<file path="config.mk">
export PLATFORM = sky130hd
export DESIGN_NAME = midpoint_circle_rasterizer_top
export DESIGN_NICKNAME = d
export VERILOG_FILES = /design/src/hdl/mcr_pkg.sv /design/src/hdl/mcr_ctrl.sv /design/src/hdl/mcr_datapath.sv /design/src/hdl/midpoint_circle_rasterizer_top.sv
export SDC_FILE = /design/constraint.sdc
export NUM_CORES = 1
export LEC_CHECK = 0
export ABC_AREA = 1
export BUFFER_PORTS_ARGS = -buffer_cell sky130_fd_sc_hd__buf_2
export CORE_MARGIN = 2
export CORE_UTILIZATION = 60
export CTS_BUF_LIST = sky130_fd_sc_hd__clkbuf_8
export DETAILED_ROUTE_END_ITERATION = 7
export GPL_TIMING_DRIVEN = 1
export HOLD_SLACK_MARGIN = 0.08
export PLACE_DENSITY = 0.79
export SYNTH_ARGS = -nofsm -noshare
export SYNTH_HDL_FRONTEND = slang
export SYNTH_SLANG_ARGS = --single-unit
export TNS_END_PERCENT = 30
</file>
<file path="constraint.sdc">
create_clock -name clock -period 7.8 [get_ports clock]
set_input_delay 1.56 -clock clock [delete_from_list [all_inputs] [get_ports clock]]
set_output_delay 1.56 -clock clock [all_outputs]
set_load 0.02 [all_outputs]
</file>
<file path="src/hdl/mcr_pkg.sv">
// Shared types and constants for the midpoint circle rasterizer.
// No dependencies; used by mcr_ctrl, mcr_datapath and the top level.
`default_nettype none

package mcr_pkg;

   localparam int NUM_SLOTS = 8;
   localparam int SLOT_BITS = 3;

   // request action codes
   localparam logic ACTION_LOAD = 1'b0;
   localparam logic ACTION_STEP = 1'b1;

   typedef logic [SLOT_BITS-1:0] slot_type;
   typedef logic [NUM_SLOTS-1:0] slot_mask_type;

   // controller -> datapath
   typedef struct packed {
      logic     load;     // latch center, start a new outline
      logic     capture;  // latch next octant point for this step
      logic     emit;     // drive one pixel word from slot
      slot_type slot;     // bit 2: swapped set, bit 1: negate b, bit 0: negate a
      logic     last;     // final pixel of this step
      logic     commit;   // move next point into current point
   } dp_cmd_type;

   // datapath -> controller
   typedef struct packed {
      logic          x_lt_y;     // current point already past the octant
      logic          done;       // captured step finishes the circle
      slot_mask_type slot_mask;  // mirrors present for the current point
   } dp_status_type;

endpackage

`default_nettype wire

</file>
<file path="src/hdl/mcr_ctrl.sv">
// Sequencer for the midpoint circle rasterizer: handshake, circle-active
// flag and per-step pixel slot walk. Depends on mcr_pkg.
`default_nettype none

module mcr_ctrl (
   input  wire logic                   clock,
   input  wire logic                   reset,
   input  wire logic                   start,
   input  wire logic                   action,
   output logic                        busy,
   input  wire mcr_pkg::dp_status_type status,
   output mcr_pkg::dp_cmd_type         cmd
);

   localparam logic [0:0] ST_IDLE = 1'b0;
   localparam logic [0:0] ST_EMIT = 1'b1;

   logic [0:0]                 state_ff, state_in;
   logic                       active_ff, active_in;
   mcr_pkg::slot_mask_type     pend_ff, pend_in;
   mcr_pkg::slot_type          low_slot;
   logic                       accept;

   assign busy   = (state_ff == ST_EMIT);
   assign accept = start && !busy;

   // lowest pending slot
   always_comb begin
      low_slot = '0;
      for (int i = mcr_pkg::NUM_SLOTS - 1; i >= 0; i--) begin
         if (pend_ff[i]) low_slot = mcr_pkg::slot_type'(i);
      end
   end

   always_comb begin
      state_in    = state_ff;
      active_in   = active_ff;
      pend_in     = pend_ff;
      cmd         = '0;
      cmd.slot    = low_slot;
      case (state_ff)
         ST_IDLE: begin
            if (accept) begin
               if (action == mcr_pkg::ACTION_LOAD) begin
                  cmd.load  = 1'b1;
                  active_in = 1'b1;
               end else if (active_ff) begin
                  if (status.x_lt_y) begin
                     active_in = 1'b0;
                  end else begin
                     cmd.capture = 1'b1;
                     pend_in     = status.slot_mask;
                     state_in    = ST_EMIT;
                  end
               end
            end
         end
         ST_EMIT: begin
            cmd.emit = 1'b1;
            pend_in  = pend_ff & ~(mcr_pkg::slot_mask_type'(1) << low_slot);
            if (pend_in == '0) begin
               cmd.last   = 1'b1;
               cmd.commit = 1'b1;
               state_in   = ST_IDLE;
               if (status.done) active_in = 1'b0;
            end
         end
         default: begin
            state_in = ST_IDLE;
         end
      endcase
   end

   always_ff @(posedge clock) begin
      if (reset) begin
         state_ff  <= ST_IDLE;
         active_ff <= 1'b0;
         pend_ff   <= '0;
      end else begin
         state_ff  <= state_in;
         active_ff <= active_in;
         pend_ff   <= pend_in;
      end
   end

endmodule

`default_nettype wire

</file>
<file path="src/hdl/mcr_datapath.sv">
// Datapath for the midpoint circle rasterizer: center, octant point,
// decision error, next-point update and mirrored pixel output. Depends on mcr_pkg.
`default_nettype none

module mcr_datapath #(
   parameter int COORD_BITS = 16
) (
   input  wire logic                        clock,
   input  wire logic                        reset,
   input  wire mcr_pkg::dp_cmd_type         cmd,
   input  wire logic [COORD_BITS-1:0]       req_center_x,
   input  wire logic [COORD_BITS-1:0]       req_center_y,
   input  wire logic [COORD_BITS-1:0]       req_radius,
   output mcr_pkg::dp_status_type           status,
   output logic                             rsp_strobe,
   output logic signed [COORD_BITS+1:0]     rsp_pixel_x,
   output logic signed [COORD_BITS+1:0]     rsp_pixel_y,
   output logic                             rsp_last_of_step,
   output logic                             rsp_circle_done
);

   localparam int OFS_W  = COORD_BITS + 1;
   localparam int ERR_W  = COORD_BITS + 2;
   localparam int PIX_W  = COORD_BITS + 2;
   localparam int CALC_W = ERR_W + 2;

   logic [COORD_BITS-1:0]     center_col_ff, center_row_ff;
   logic signed [OFS_W-1:0]   ofs_x_ff, ofs_y_ff, nxt_x_ff, nxt_y_ff;
   logic signed [ERR_W-1:0]   err_ff, nxt_err_ff;
   logic                      nxt_done_ff;

   logic                      strobe_ff;
   logic [PIX_W-1:0]          pix_x_ff, pix_y_ff;
   logic                      last_ff, done_out_ff;

   // next-point arithmetic
   logic signed [CALC_W-1:0]  e_ext, y_dbl, x_dbl, e_up, e_diag;
   logic signed [OFS_W-1:0]   nx, ny;
   logic signed [ERR_W-1:0]   ne;
   logic                      x_nz, y_nz, x_ne_y;

   // pixel selection
   logic [OFS_W-1:0]          a_sel, b_sel;
   logic [PIX_W-1:0]          a_ext, b_ext, cx_ext, cy_ext, px, py;

   always_comb begin
      e_ext  = {{(CALC_W-ERR_W){err_ff[ERR_W-1]}}, err_ff};
      y_dbl  = {{(CALC_W-OFS_W-1){ofs_y_ff[OFS_W-1]}}, ofs_y_ff, 1'b0};
      x_dbl  = {{(CALC_W-OFS_W-1){ofs_x_ff[OFS_W-1]}}, ofs_x_ff, 1'b0};
      e_up   = e_ext + y_dbl + CALC_W'(1);
      e_diag = e_ext + y_dbl - x_dbl + CALC_W'(2);
      ny     = ofs_y_ff + OFS_W'(1);
      if (!e_up[CALC_W-1]) begin
         nx = ofs_x_ff - OFS_W'(1);
         ne = e_diag[ERR_W-1:0];
      end else begin
         nx = ofs_x_ff;
         ne = e_up[ERR_W-1:0];
      end
   end

   assign x_nz   = (ofs_x_ff != '0);
   assign y_nz   = (ofs_y_ff != '0);
   assign x_ne_y = (ofs_x_ff != ofs_y_ff);

   always_comb begin
      status.x_lt_y       = (ofs_x_ff < ofs_y_ff);
      status.done         = nxt_done_ff;
      status.slot_mask[0] = 1'b1;
      status.slot_mask[1] = x_nz;
      status.slot_mask[2] = y_nz;
      status.slot_mask[3] = x_nz && y_nz;
      status.slot_mask[4] = x_ne_y;
      status.slot_mask[5] = x_ne_y && y_nz;
      status.slot_mask[6] = x_ne_y && x_nz;
      status.slot_mask[7] = x_ne_y && x_nz && y_nz;
   end

   // slot bit 2 swaps the roles of x and y
   always_comb begin
      a_sel  = cmd.slot[2] ? ofs_y_ff : ofs_x_ff;
      b_sel  = cmd.slot[2] ? ofs_x_ff : ofs_y_ff;
      a_ext  = {a_sel[OFS_W-1], a_sel};
      b_ext  = {b_sel[OFS_W-1], b_sel};
      cx_ext = {2'b00, center_col_ff};
      cy_ext = {2'b00, center_row_ff};
      px     = cmd.slot[0] ? (cx_ext - a_ext) : (cx_ext + a_ext);
      py     = cmd.slot[1] ? (cy_ext - b_ext) : (cy_ext + b_ext);
   end

   always_ff @(posedge clock) begin
      if (cmd.load) begin
         center_col_ff <= req_center_x;
         center_row_ff <= req_center_y;
         ofs_x_ff      <= {1'b0, req_radius};
         ofs_y_ff      <= '0;
         err_ff        <= ERR_W'(0) - {2'b00, req_radius};
      end else if (cmd.commit) begin
         ofs_x_ff      <= nxt_x_ff;
         ofs_y_ff      <= nxt_y_ff;
         err_ff        <= nxt_err_ff;
      end
      if (cmd.capture) begin
         nxt_x_ff    <= nx;
         nxt_y_ff    <= ny;
         nxt_err_ff  <= ne;
         nxt_done_ff <= (nx < ny);
      end
      if (cmd.emit) begin
         pix_x_ff    <= px;
         pix_y_ff    <= py;
         last_ff     <= cmd.last;
         done_out_ff <= nxt_done_ff;
      end
   end

   always_ff @(posedge clock) begin
      if (reset) begin
         strobe_ff <= 1'b0;
      end else begin
         strobe_ff <= cmd.emit;
      end
   end

   assign rsp_strobe       = strobe_ff;
   assign rsp_pixel_x      = pix_x_ff;
   assign rsp_pixel_y      = pix_y_ff;
   assign rsp_last_of_step = last_ff;
   assign rsp_circle_done  = done_out_ff;

endmodule

`default_nettype wire

</file>
<file path="src/hdl/midpoint_circle_rasterizer_top.sv">
// Top level of the midpoint circle rasterizer.
// Instantiates mcr_ctrl and mcr_datapath; depends on mcr_pkg.
//
//   channel   ports                                   handshake
//   -------   -------------------------------------   ---------------------------
//   request   req_action, req_center_x/y, req_radius  taken when start && !busy
//   response  rsp_pixel_x/y, rsp_last_of_step,        one word per rsp_strobe cycle
//             rsp_circle_done
//
// A load word emits nothing. A step word holds busy while it emits the pixels
// it produces (1 to 8, one pixel per cycle through the output register); each
// pixel word shows up in the cycle after its emit cycle. A step on an idle
// circle, or past the octant, emits nothing.
// Reset is synchronous and clears the sequencer, the circle-active flag and
// the response strobe. The receiver cannot stall: every strobed word is taken.
`default_nettype none

module midpoint_circle_rasterizer_top #(
   parameter int COORD_BITS = 16
) (
   input  wire logic                     clock,
   input  wire logic                     reset,
   input  wire logic                     start,
   output logic                          busy,
   input  wire logic                     req_action,
   input  wire logic [COORD_BITS-1:0]    req_center_x,
   input  wire logic [COORD_BITS-1:0]    req_center_y,
   input  wire logic [COORD_BITS-1:0]    req_radius,
   output logic                          rsp_strobe,
   output logic signed [COORD_BITS+1:0]  rsp_pixel_x,
   output logic signed [COORD_BITS+1:0]  rsp_pixel_y,
   output logic                          rsp_last_of_step,
   output logic                          rsp_circle_done
);

   mcr_pkg::dp_cmd_type    dp_cmd;
   mcr_pkg::dp_status_type dp_status;

   // sequencer: accepts words, tracks the active circle, walks mirror slots
   mcr_ctrl u_ctrl (
      .clock  (clock),
      .reset  (reset),
      .start  (start),
      .action (req_action),
      .busy   (busy),
      .status (dp_status),
      .cmd    (dp_cmd)
   );

   // datapath: point state, midpoint update, pixel output register
   mcr_datapath #(
      .COORD_BITS (COORD_BITS)
   ) u_datapath (
      .clock            (clock),
      .reset            (reset),
      .cmd              (dp_cmd),
      .req_center_x     (req_center_x),
      .req_center_y     (req_center_y),
      .req_radius       (req_radius),
      .status           (dp_status),
      .rsp_strobe       (rsp_strobe),
      .rsp_pixel_x      (rsp_pixel_x),
      .rsp_pixel_y      (rsp_pixel_y),
      .rsp_last_of_step (rsp_last_of_step),
      .rsp_circle_done  (rsp_circle_done)
   );

endmodule

`default_nettype wire
</file>
==> load_flow_metrics.sql, run 1 <==
INSERT INTO impl_metrics (metric_group, metric, value, unit) VALUES
('floorplan', 'coreArea', '0.0218', 'mm²'),
('setup_path', 'launching_point_of_the_worst_reg2reg_path', 'u_datapath.ofs_y_ff[0]', ''),
('routing', 'detailroute.via_count', '11500', ''),
('hold_path', 'source_of_the_worst_hold_timing_path', 'u_ctrl.pend_ff[2]', ''),
('finish', 'drive_above_1_share', '0.103', ''),
('finish', 'insertedDiodeCount', '0', ''),
('finish', 'number_of_inserted_filler_cells_in_the_final_layout', '1813', ''),
('timing', 'timing_worst_slew_pin_value', '0.935', 'ns'),
('setup_path', 'ff2ff_setup_slack', '2.46', 'ns'),
('setup_path', 'cp.arrival', '5.59', 'ns'),
('logic_synthesis', 'netlist_top_cells_count', 'nand2_1, inv_1, edfxtp_1, ha_1, a21oi_1', ''),
('clock_network', 'clock_tree_from_tritoncts', 'built', ''),
('place', 'place_area', '0.0140', 'mm²'),
('logic_synthesis', 'synth.top_cells.by_area', 'edfxtp_1, ha_1, nand2_1, inv_1, xor2_1', ''),
('logic_synthesis', 'seq_area_frac_synth', '0.399', ''),
('clock_network', 'cts.repair.resized', '0', ''),
('clock_network', 'clk_pin_slew_worst_paths', '0.10', 'ns'),
('routing', 'drt_iter0_markers', '1039', ''),
('logic_synthesis', 'synth.cell_area', '0.0133', 'mm²'),
('clock_network', 'cts.hold.buffers_added', '0', ''),
('logic_synthesis', 'synthArstFlopShare', '0', ''),
('logic_synthesis', 'yosys_warnings', '0', ''),
('logic_synthesis', 'synthDominantCellAreaShare', '0.355', ''),
('hold_path', 'worstHoldPathType', 'flip-flop to flip-flop', ''),
('timing', 'worst_slack', '2.46', 'ns'),
('finish', 'finish.instance_area', '0.0144', 'mm²'),
('clock_network', 'max-clock-path-buffers', '2', ''),
('logic_synthesis', 'synth_top_flop_cell', 'edfxtp_1', ''),
('pwr', 'power.density_cell_area', '300', 'mW/mm²'),
('place', 'portBuffers', '91', ''),
('timing', 'fin_tns_setup', '0', 'ns'),
('routing', 'wl_per_cell', '17.0', 'µm'),
('logic_synthesis', 'synthDistinctLibCells', '53', ''),
('finish', 'synthToLayoutAreaGrowth', '8.69', '%'),
('setup_path', 'criticalPathCategory', 'flip-flop to flip-flop', ''),
('logic_synthesis', 'yosysTopAreaCell', 'edfxtp_1', ''),
('status', 'run_status', 'completed', ''),
('pwr', 'cellLeakagePower', '6.62', 'nW'),
('routing', 'firstDrtPassIters', '5', ''),
('timing', 'slew_headroom', '0.371', ''),
('grt', 'grt_pass1_wl', '54000', 'µm'),
('logic_synthesis', 'synth_cells', '1601', ''),
('setup_path', 'worst_setup_end_kind', 'flip-flop', ''),
('clock_network', 'tritoncts.num_buffers', '17', ''),
('timing', 'final_min_period_over_clock_period', '0.685', ''),
('clock_network', 'cts.repair_timing.setup_buffer_count', '0', ''),
('routing', 'post-route-drc-count', '0', ''),
('grt', 'gr-total-overflow', '0', ''),
('floorplan', 'row_count', '54', ''),
('timing', 'setup_repair_after_global_routing_missed_its_margin', 'false', ''),
('setup_path', 'critPathRequiredTime', '8.05', 'ns'),
('floorplan', 'die_width', '153', 'µm'),
('floorplan', 'fp.dieH', '153', 'µm'),
('floorplan', 'starting_utilization_of_the_core_area', '0.610', ''),
('timing', 'final.min_clock_period', '5.34', 'ns'),
('logic_synthesis', 'synth-edff-count', '157', ''),
('pwr', 'irDropWorstVdd', '0.159', 'mV'),
('logic_synthesis', 'synthesized_flop_and_latch_total', '186', ''),
('grt', 'maximum_number_of_pins_on_one_net_before_global_route_repair', '71', ''),
('routing', 'final_antenna_net_count', '0', ''),
('timing', 'timing.final.setup_violations', '0', ''),
('clock_network', 'number_of_clock_sinks_seen_by_cts', '186', ''),
('finish', 'final_net_count', '1866', ''),
('setup_path', 'startpoint', 'u_datapath.ofs_y_ff[0]', ''),
('routing', 'wl', '33600', 'µm'),
('grt', 'grt_usage', '0.289', ''),
('logic_synthesis', 'most_frequently_used_cell_type_in_the_post_synthesis_netlist', 'nand2_1', ''),
('setup_path', 'crit_fanout', '29', ''),
('clock_network', 'ctsRootBufferMaster', 'clkbuf_8', ''),
('place', 'globalplace.congestion', '0.931', ''),
('timing', 'hold_violation_total_from_the_final_report', '0', '');
==> critical path: stages, from the launching register on <==
cell and delay [ns]:
dfxtp_1 0.39, ha_1 0.25, fa_1 0.57, nand3_1 0.16, nor2_4 0.15, nand3_2 0.11
nor2_4 0.13, nand2_2 0.08, nor2_4 0.13, nand3_4 0.11, nor2_4 0.13, nand3_2 0.09
nand2_2 0.53, inv_1 0.58, nor2_1 0.21, nor2_1 0.07, inv_1 0.07, ha_1 0.24
a21oi_1 0.14, o21ai_0 0.11, nand3_1 0.08, a21oi_1 0.07, a211oi_1 0.23, nor2_1 0.07
a211oi_1 0.22, nand2_1 0.08, nand2_1 0.06, nand2_1 0.04
==> layout by cell type, fill, tap and decap left out, types with 13 or more instances in the layout <==
cell type	netlist	routed
a21oi_1	111	111
buf_2	7	91
clkbuf_8	0	17
dfxtp_1	29	28
edfxtp_1	157	157
ha_1	120	120
inv_1	219	220
nand2_1	351	351
nand2_2	15	15
nand3_1	84	84
nand4_1	22	22
nor2_1	102	100
nor3_1	28	28
nor4_1	14	14
o21ai_0	103	103
o21ai_1	13	13
xnor2_1	25	25
xor2_1	88	88
==> where the power goes <==
group	switching, mW	internal (mW)	total, mW
combinational	1.43	0.825	2.26
clock	0.372	0.383	0.755
sequential	0.0545	1.27	1.32
==> kinds of logic after synthesis <==
family	after synthesis	share of synthesized area
AOI/OAI and AO/OA	278	0.115
adders and majority gates	124	0.119
xor gates and xnor gates	113	0.0745
buffers and inverters	253	0.0771
DFF	186	0.399
and+or+nand+nor	647	0.215
==> stage by stage <==
step,cells,hold slack [ns],util
floorplan,1601,0.427,-
global placement,1951,0.489,0.643
detailed placement,1951,0.496,0.643
CTS,1982,0.521,0.664
global route,1982,0.546,0.664
finish,1982,0.514,0.664
==> worst paths after layout <==
check,to,cells past startpoint
worst max register to register,u_datapath.nxt_done_ff,27
worst max-delay path,u_datapath.nxt_done_ff,27
worst min register to register,u_ctrl.pend_ff[2],2
worst min-delay path,u_ctrl.pend_ff[2],2
==> flip-flops by register name, summed over array words and instances, names as in the netlist <==
signal and count:
u_datapath.ofs_x_ff 17, u_ctrl.active_ff 1, u_datapath.nxt_x_ff 17, u_datapath.rsp_circle_done 1, u_datapath.ofs_y_ff 17, u_ctrl.busy 1, u_datapath.nxt_done_ff 1, u_datapath.rsp_pixel_y 18
u_datapath.err_ff 18, u_datapath.rsp_last_of_step 1, u_datapath.nxt_y_ff 17, u_datapath.rsp_pixel_x 18, u_datapath.rsp_strobe 1, u_datapath.center_row_ff 16, u_datapath.center_col_ff 16, u_ctrl.pend_ff 8
u_datapath.nxt_err_ff 18
==> area by class of cell <==
cell class	count	area, µm²	share of cell area
Clock buffer	17	234	0.0162
Clock inverter	14	220	0.0153
Inverter	224	841	0.0582
Multi-Input combinational cell	1162	6980	0.483
Sequential cell	186	5300	0.367
Tap cell	280	350	0.0243
Timing Repair Buffer	99	515	0.0357
==> routing by layer <==
layer,global-route usage,wire length (µm),up-vias
li1,-,-,5593
met1,0.378,14100,5354
met2,0.495,16300,452
met5,0,0,-
met4,0.0944,905,0
met3,0.0427,2330,66
(Power assumes the default switching activity.)
==> run 2: changes to the inputs <==
==> constraint.sdc (replaced) <==
create_clock -name clock -period 5.2 [get_ports clock]
set_input_delay 1.04 -clock clock [delete_from_list [all_inputs] [get_ports clock]]
set_output_delay 1.04 -clock clock [all_outputs]
set_load 0.02 [all_outputs]
==> run 2 against run 1 <==
Net effect: critical path depth decreased by 2; die area did not move; critical endpoint unchanged; design area is 0.18% lower; largest cell class unchanged; combinational power is 47% higher; first-iteration DRC count shrank 17%; global-route usage fell by 0.58 points; clock skew rose by 0.0079 ns; non-clock buffer count increased by 3; fmax increased by 15%; hold slack worse by 0.0034 ns; worst setup slack worse by 1.9 ns.
==> load_flow_metrics.sql, run 2 (synthesis gave the netlist of run 1 again) <==
INSERT INTO impl_metrics (metric_group, metric, value, unit) VALUES
('timing', 'hold_ws', '0.511', 'ns'),
('finish', 'mostFrequentLayoutCells', 'nand2_1, inv_1, edfxtp_1', ''),
('routing', 'wl_per_cell', '16.6', 'µm'),
('setup_path', 'crit_end', 'u_datapath.nxt_done_ff', ''),
('clock_network', 'clk_latency', '0.48', 'ns'),
('timing', 'clock_skew', '0.0192', 'ns'),
('setup_path', 'r2r_end', 'u_datapath.nxt_done_ff', ''),
('finish', 'synthToLayoutAreaGrowth', '8.49', '%'),
('place', 'dp_hpwl', '25300', 'µm'),
('pwr', 'power', '6.34', 'mW'),
('finish', 'utilization', '0.662', ''),
('finish', 'final_net_count', '1869', ''),
('setup_path', 'startpoint', 'u_datapath.err_ff[1]', ''),
('pwr', 'cellLeakagePower', '6.61', 'nW'),
('floorplan', 'die_width', '153', 'µm'),
('timing', 'timing_worst_slew_pin_value', '0.956', 'ns'),
('timing', 'final_min_period_over_clock_period', '0.893', ''),
('clock_network', 'clock_tree_from_tritoncts', 'built', ''),
('routing', 'post-route-drc-count', '0', ''),
('setup_path', 'ff2ff_setup_slack', '0.56', 'ns'),
('routing', 'detail_route.vias_per_cell', '5.71', ''),
('place', 'globalplace.congestion', '0.956', ''),
('finish', 'mostFrequentLayoutCell', 'nand2_1', ''),
('grt', 'antenna_found_initial', '0', ''),
('clock_network', 'cts.repair_timing.setup_buffer_count', '0', ''),
('grt', 'grt_pass1_wl', '53200', 'µm'),
('setup_path', 'worst_setup_end_kind', 'flip-flop', ''),
('hold_path', 'hold_path_depth', '2', ''),
('routing', 'detailroute.via_count', '11300', ''),
('grt', 'maximum_number_of_pins_on_one_net_before_global_route_repair', '55', ''),
('finish', 'multi_input_area', '0.00698', 'mm²'),
('setup_path', 'launching_point_of_the_worst_reg2reg_path', 'u_datapath.err_ff[1]', ''),
('setup_path', 'crit_fanout', '22', ''),
('finish', 'finish.instance_area', '0.0144', 'mm²'),
('pwr', 'irDropWorstVdd', '0.187', 'mV'),
('floorplan', 'dieArea', '0.0233', 'mm²'),
('grt', 'grt_usage', '0.283', ''),
('grt', 'gr-total-overflow', '0', ''),
('setup_path', 'rr_worst_depth', '25', ''),
('clock_network', 'tritoncts.num_buffers', '17', ''),
('timing', 'maximum_clock_rate', '0.215', 'GHz'),
('clock_network', 'clk_pin_slew_worst_paths', '0.10', 'ns'),
('setup_path', 'startpoint_type', 'flip-flop', ''),
('place', 'dp_cells', '1954', ''),
('floorplan', 'starting_utilization_of_the_core_area', '0.610', ''),
('setup_path', 'criticalPathCategory', 'flip-flop to flip-flop', ''),
('clock_network', 'cts-htree-levels', '4', ''),
('place', 'portBuffers', '91', ''),
('routing', 'final_antenna_net_count', '0', ''),
('timing', 'timing.final.max_slew_violations', '0', ''),
('clock_network', 'cts.repair.resized', '0', ''),
('floorplan', 'fp.dieH', '153', 'µm'),
('setup_path', 'critPathRequiredTime', '5.43', 'ns'),
('finish', 'insertedDiodeCount', '0', ''),
('place', 'placement.setup.worst_slack', '0.650', 'ns'),
('clock_network', 'cts.hold.buffers_added', '0', ''),
('finish', 'instances_no_fill', '1986', ''),
('timing', 'setup_repair_after_global_routing_missed_its_margin', 'false', ''),
('finish', 'number_of_inserted_filler_cells_in_the_final_layout', '1792', ''),
('timing', 'timing.final.setup_violations', '0', ''),
('timing', 'hold_violation_total_from_the_final_report', '0', ''),
('job', 'timing.max_cap.violations', '0', ''),
('pwr', 'power.density_cell_area', '440', 'mW/mm²'),
('place', 'place_area', '0.0140', 'mm²'),
('timing', 'slew_headroom', '0.357', ''),
('routing', 'wl', '32900', 'µm'),
('clock_network', 'max-clock-path-buffers', '2', ''),
('timing', 'fin_tns_setup', '0', 'ns'),
('timing', 'worst_slack', '0.558', 'ns'),
('setup_path', 'cp.arrival', '4.87', 'ns'),
('floorplan', 'io-pin-count', '92', ''),
('routing', 'firstDrtPassIters', '5', ''),
('routing', 'drt_iter0_markers', '867', ''),
('floorplan', 'row_count', '54', ''),
('clock_network', 'ctsRootBufferMaster', 'clkbuf_8', ''),
('finish', 'drive_above_1_share', '0.104', ''),
('timing', 'final.min_clock_period', '4.64', 'ns'),
('grt', 'grt_pass1_vias', '10900', ''),
('hold_path', 'worstHoldPathType', 'flip-flop to flip-flop', ''),
('floorplan', 'coreArea', '0.0218', 'mm²'),
('clock_network', 'number_of_clock_sinks_seen_by_cts', '186', ''),
('finish', 'area.sequential', '0.00530', 'mm²'),
('status', 'run_status', 'completed', '');
[run 2: routing by layer]
metal  wire (µm)  track usage  vias up
li1            -            -     5603
met1       13600        0.361     5240
met2       16000        0.488      425
met3        2470       0.0429       65
met4         873        0.106        0
met5           0            0        -
[run 2: final cells by class]
cell class                      instances  share of cell area
Sequential cell                       186               0.368
Inverter                              224              0.0584
Timing Repair Buffer                  102              0.0373
Multi-Input combinational cell       1162               0.484
Clock buffer                           17              0.0162
Clock inverter                         15              0.0119
Tap cell                              280              0.0243
[run 2: worst max-delay path, stage by stage, from the launching register on]
cell	delay, ns
edfxtp_1	0.38
ha_1	0.25
fa_1	0.58
nand3_1	0.17
nor2_4	0.15
nand3_2	0.11
nor2_4	0.13
nand2_2	0.08
nor2_4	0.12
nand3_4	0.10
nor2_4	0.13
nand3_2	0.14
nand2_2	0.18
buf_4	0.33
nand3_1	0.13
xor2_1	0.15
inv_1	0.07
ha_1	0.30
nand2_1	0.09
a21oi_1	0.05
a211oi_1	0.20
nor2_1	0.08
a211oi_1	0.25
nand2_1	0.10
nand2_1	0.06
nand2_1	0.05
[run 2: worst min-delay path by stage]
stage                                 endpoint                   start
floorplan           u_datapath.rsp_circle_done  u_datapath.nxt_done_ff
global placement             u_ctrl.pend_ff[6]       u_ctrl.pend_ff[6]
detailed placement           u_ctrl.pend_ff[2]       u_ctrl.pend_ff[2]
CTS                          u_ctrl.pend_ff[2]       u_ctrl.pend_ff[2]
global route                 u_ctrl.pend_ff[2]       u_ctrl.pend_ff[2]
finish                       u_ctrl.pend_ff[3]       u_ctrl.pend_ff[3]
[run 2: power by group]
| group | internal (mW) | switching, mW |
|---|---|---|
| Clock | 0.476 | 0.549 |
| Sequential | 1.90 | 0.0811 |
| Combinational | 1.24 | 2.09 |
| Total | 3.62 | 2.72 |
